[src/sv/number_to_glyph_rows_defines.svh]
`ifndef NUMBER_TO_GLYPH_ROWS_DEFINES_SVH
`define NUMBER_TO_GLYPH_ROWS_DEFINES_SVH

// same-cycle implication, checked out of reset
`define NTG_ASSERT_NOW(label, clk, rst_n, ante, cons) \
    label: assert property (@(posedge clk) disable iff (!rst_n) (ante) |-> (cons)) \
        else $error("ntg assertion failed");

// next-cycle implication, checked out of reset
`define NTG_ASSERT_NEXT(label, clk, rst_n, ante, cons) \
    label: assert property (@(posedge clk) disable iff (!rst_n) (ante) |=> (cons)) \
        else $error("ntg assertion failed");

`endif

[src/sv/ntg_pkg.sv]
package ntg_pkg;

    localparam int VALUE_W    = 32;
    localparam int COORD_W    = 16;
    localparam int COLOR_W    = 16;
    localparam int COUNT_W    = 8;
    localparam int ROWS_W     = 64;
    localparam int NIBBLE_W   = 4;
    localparam int BCD_DIGITS = 10;
    localparam int BCD_W      = BCD_DIGITS * NIBBLE_W;
    localparam int GLYPH_CW   = 4;

    localparam int DD_STAGES    = 4;
    localparam int DD_PER_STAGE = VALUE_W / DD_STAGES;

    localparam int DIGIT_W = 16;
    localparam logic [COORD_W-1:0] DIGIT_STEP = COORD_W'(DIGIT_W);

    localparam logic [GLYPH_CW-1:0] MAX_GLYPHS = GLYPH_CW'(BCD_DIGITS);
    localparam logic [VALUE_W-1:0]  SINGLE_MAX = VALUE_W'(15);

    typedef enum logic [1:0] {
        REQ_SINGLE = 2'd0,
        REQ_HEX32  = 2'd1,
        REQ_HEX16  = 2'd2,
        REQ_DEC    = 2'd3
    } t_req_kind;

    typedef struct packed {
        logic [1:0]                req_type;
        logic [VALUE_W-1:0]        value;
        logic signed [COORD_W-1:0] x_pos;
        logic signed [COORD_W-1:0] y_pos;
        logic [COUNT_W-1:0]        digit_count;
        logic [COLOR_W-1:0]        fg_in;
        logic [COLOR_W-1:0]        bg_in;
    } t_req;

    typedef struct packed {
        t_req               req;
        logic [BCD_W-1:0]   bcd;
        logic [VALUE_W-1:0] bin;
    } t_dd;

    localparam logic [ROWS_W-1:0] FONT [16] = '{
        64'h3C42424242423C00,
        64'h1838181818183C00,
        64'h3C42040830407E00,
        64'h7C02023C02027C00,
        64'h0C1C2C4C7E0C0C00,
        64'h7E40407C02027C00,
        64'h3C40407C42423C00,
        64'h7E02040810202000,
        64'h3C42423C42423C00,
        64'h3C42423E02023C00,
        64'h182442427E424200,
        64'h7C42427C42427C00,
        64'h3C42404040423C00,
        64'h7C42424242427C00,
        64'h7E40407C40407E00,
        64'h7E40407C40404000
    };

    // double dabble, a slice of the binary-to-bcd shifts
    function automatic t_dd dd_run(input t_dd d);
        t_dd r;
        r = d;
        for (int s = 0; s < DD_PER_STAGE; s++) begin
            for (int k = 0; k < BCD_DIGITS; k++) begin
                if (r.bcd[NIBBLE_W*k +: NIBBLE_W] >= 4'd5) begin
                    r.bcd[NIBBLE_W*k +: NIBBLE_W] = r.bcd[NIBBLE_W*k +: NIBBLE_W] + 4'd3;
                end
            end
            r.bcd = {r.bcd[BCD_W-2:0], r.bin[VALUE_W-1]};
            r.bin = {r.bin[VALUE_W-2:0], 1'b0};
        end
        return r;
    endfunction

endpackage

[src/sv/ntg_dabble_stage.sv]
module ntg_dabble_stage import ntg_pkg::*; (
    input  logic i_clk,
    input  logic i_rst_n,
    input  logic i_valid,
    output logic o_ready,
    input  t_dd  i_data,
    output logic o_valid,
    input  logic i_ready,
    output t_dd  o_data
);

    logic r_valid;
    t_dd  r_data;

    assign o_ready = !r_valid || i_ready;
    assign o_valid = r_valid;
    assign o_data  = r_data;

    always_ff @(posedge i_clk) begin
        if (!i_rst_n) begin
            r_valid <= 1'b0;
        end else if (o_ready) begin
            r_valid <= i_valid;
        end
    end

    always_ff @(posedge i_clk) begin
        if (o_ready && i_valid) begin
            r_data <= dd_run(i_data);
        end
    end

endmodule

[config.mk]
export PLATFORM = sky130hd
export DESIGN_NAME = ntg_dabble_stage
export DESIGN_NICKNAME = d
export VERILOG_FILES = /design/src/sv/number_to_glyph_rows_defines.svh /design/src/sv/ntg_pkg.sv /design/src/sv/ntg_dabble_stage.sv
export SDC_FILE = /design/constraint.sdc
export NUM_CORES = 1
export LEC_CHECK = 0
export BUFFER_PORTS_ARGS = -buffer_cell sky130_fd_sc_hd__buf_2
export CORE_MARGIN = 4
export CORE_UTILIZATION = 30
export DETAILED_ROUTE_END_ITERATION = 8
export PLACE_DENSITY = 0.51
export REMOVE_ABC_BUFFERS = 1
export SETUP_SLACK_MARGIN = 0.1
export SLEW_MARGIN = 20
export SYNTH_ARGS = -nofsm -noshare
export SYNTH_HDL_FRONTEND = slang
export SYNTH_SLANG_ARGS = --single-unit
[constraint.sdc]
create_clock -name i_clk -period 12.8 [get_ports i_clk]
set_clock_uncertainty 0.1 [all_clocks]
set_input_delay 3.84 -clock i_clk [delete_from_list [all_inputs] [get_ports i_clk]]
set_output_delay 3.84 -clock i_clk [all_outputs]
set_load 0.03 [all_outputs]
==> impl_metrics.yaml <==
synthesis:
  synth_edf_count: 170
  synthArstFlopShare_pct: 0
  synthTopCellsByArea: "edfxtp_1 (31%), ha_1 (4.6%), nand2_1 (3.9%)"
  ys.flop_type: "edfxtp_1"
  yosysTopAreaCell: "edfxtp_1"
  ys_ff_latch: 171
  syn_avg_cell_area_um2: 8.64
  synth_top_area_share_pct: 31.2
  netlist_instances: 1897
  netlist_area_um2: 16400
  synth_cell_type_count: 131
  ys_seq_area_share_pct: 31.3
  synth_warnings: 0
layout:
  syn_to_final_growth_pct: 18.3
  nNetsFinal: 2449
  final_cell_mix: "buf_2 (353), nand2_1 (172), edfxtp_1 (170), nor2_1 (134), o21ai_0 (116)"
  drive_gt1_share_pct: 24.7
  layout_commonest_cell: "buf_2"
clock_tree:
  htreeDepth: 4
  clock_latency_ns: 0.44
  cts_resized: 0
  path_clk_slew_ns: 0.08
  numCtsBuffers: 17
  root_buffer: "clkbuf_16"
  post_cts_buffers: 0
  clockBufferDepth: 2
  clock_sinks: 171
  cts_hold_buf: 0
  cts_tree: "built"
routing:
  routed_via_density: 5.35
  routed_wl_mm: 44.9
  wl_per_cell_um: 15.4
  firstDrtPassIters: 5
  drt_drc_violations_left: 0
  num_vias: 15630
  drt_iter0_markers: 790
  ant_nets: 0
placement:
  io_buffers: 353
  hpwl_mm: 35.3
  place.gp.congestion: 0.890
outcome:
  status: "complete, no violations"
timing:
  slew_viol_final: 0
  setup_viol: 0
  timing.hold.ws_ns: 0.447
  fmax_mhz: 87.8
  hold_viol_final: 0
  relSlewSlack_pct: 30.2
  fin_tns_setup_ns: 0
  period_minus_slack_ns: 11.39
  grt_setup_unrepaired: "false"
  fin_crit_sh_pct: 89.0
  worstMarginPinSlew_ns: 1.05
setup_path:
  crit_buf_inv: 6
  cp_slowest_stage_delay_ns: 0.75
  arrival_ns: 11.48
  slowest_stage: "xnor2_1"
  cp-start-kind: "input pin"
  crit_path_frequent_cell: "ha_1"
  endpoint_kind: "flip-flop"
  path_delay_family: "compound AO/OA/AOI/OAI gates"
  worstPathRequired_ns: 12.89
  critical_path_peak_fanout: 16
  crit_type: "in -> reg"
grt:
  antenna_found_initial: 3
  grt_pass1_vias: 14461
  grt_overflow_total: 0
  grt_usage_pct: 14.5
  grt_max_degree: 78
  grt_pass1_wl_mm: 72.8
die:
  core_um2: 53900
  fp.dieArea_um2: 58400
  rows: 85
  die_x_um: 242
  die_h_um: 242
  pin_count: 362
  start_util_pct: 30.4
pwr:
  power_density_nw_per_um2: 329
  peakVddDrop_v: 0.000154
  leakagePower_nw: 7.92
run:
  drv_cap: 0
hold_path:
  min_path_type: "reg -> reg"
[registers in the layout, indices dropped and copies added, names as in the netlist]
signal and cells:
o_data 170, o_valid 1
[kinds of logic after synthesis]
family                   share of synthesized area [%]
AND/OR/NAND/NOR                                   20.8
other                                           0.0229
adder cells (fa/ha/maj)                           5.07
flip-flops                                        31.3
buffers and inverters                             4.76
XOR/XNOR                                          2.54
AO/OA/AOI/OAI                                     30.3
multiplexers                                      5.25
[tightest hold or removal path, cell delays in order, from the launching register on]
cell and delay (ns):
dfxtp_1 0.32, nand2b_1 0.10, a21boi_0 0.08
[Yosys cell counts (11+ instances only)]
cell type and number:
nand2_1 172, edfxtp_1 170, nor2_1 134, o21ai_0 116, a21oi_1 114, inv_1 100
nand3_1 62, ha_1 60, mux2i_1 50, nor3_1 49, clkbuf_1 48, nand2b_1 36
a211oi_1 35, o211ai_1 35, and2_1 33, or3_1 33, a31oi_1 31, xnor2_1 30
o22ai_1 29, a21o_1 28, o21a_1 27, o21ai_1 27, mux2_2 24, or2_2 21
nor2b_1 20, a211o_1 18, buf_2 17, nor4_1 17, and3_1 14, a221oi_1 12
a22oi_1 12, buf_4 12, o31ai_1 12, nand3b_1 11, nand4_1 11
[metal layers]
layer / up-vias / part of all wire (%) / track usage, %
li1: 7893 / - / -
met1: 7307 / 43 / 17.4
met3: 60 / 4.1 / 2.14
met4: 0 / 1.8 / 4.10
met2: 370 / 51 / 26.8
met5: - / 0 / 0
[through the flow]
stage | util, % | std cells | setup slack, ns | power [mW] | area (um^2)
2_1_floorplan | - | 1825 | 1.52 | 4.83 | 16000
3_3_place_gp | 34.8 | 2884 | 1.46 | 5.75 | 18800
3_5_place_dp | 34.8 | 2884 | 1.10 | 5.85 | 18800
4_1_cts | 35.9 | 2916 | 1.54 | 6.41 | 19400
5_1_grt | 36.0 | 2919 | 0.866 | 7.05 | 19400
6_report | 36.0 | 2919 | 1.41 | 6.38 | 19400
[final timing paths]
kind,start,endpoint,slack [ns],cells after the start
min reg2reg,o_valid,o_valid,0.45,2
min,o_valid,o_valid,0.45,2
max reg2reg,o_valid,o_data[171],10.61,3
max,i_data[40],o_data[50],1.41,31
[where the power goes]
| part | switching, mW | internal, mW |
|---|---|---|
| Clock | 0.248 | 0.283 |
| Combinational | 3.01 | 1.94 |
| Sequential | 0.0214 | 0.882 |
| Total | 3.28 | 3.11 |
[area by class of cell]
class,count,area [um^2]
repair buffers,363,1840
clock buffers,17,425
inverters,108,409
diodes,3,7.51
flip-flops and latches,171,5120
fillers,5497,34500
well taps,696,871
clock inverters,15,193
multi-input cells,1546,10500
(Power assumes the default switching activity.)
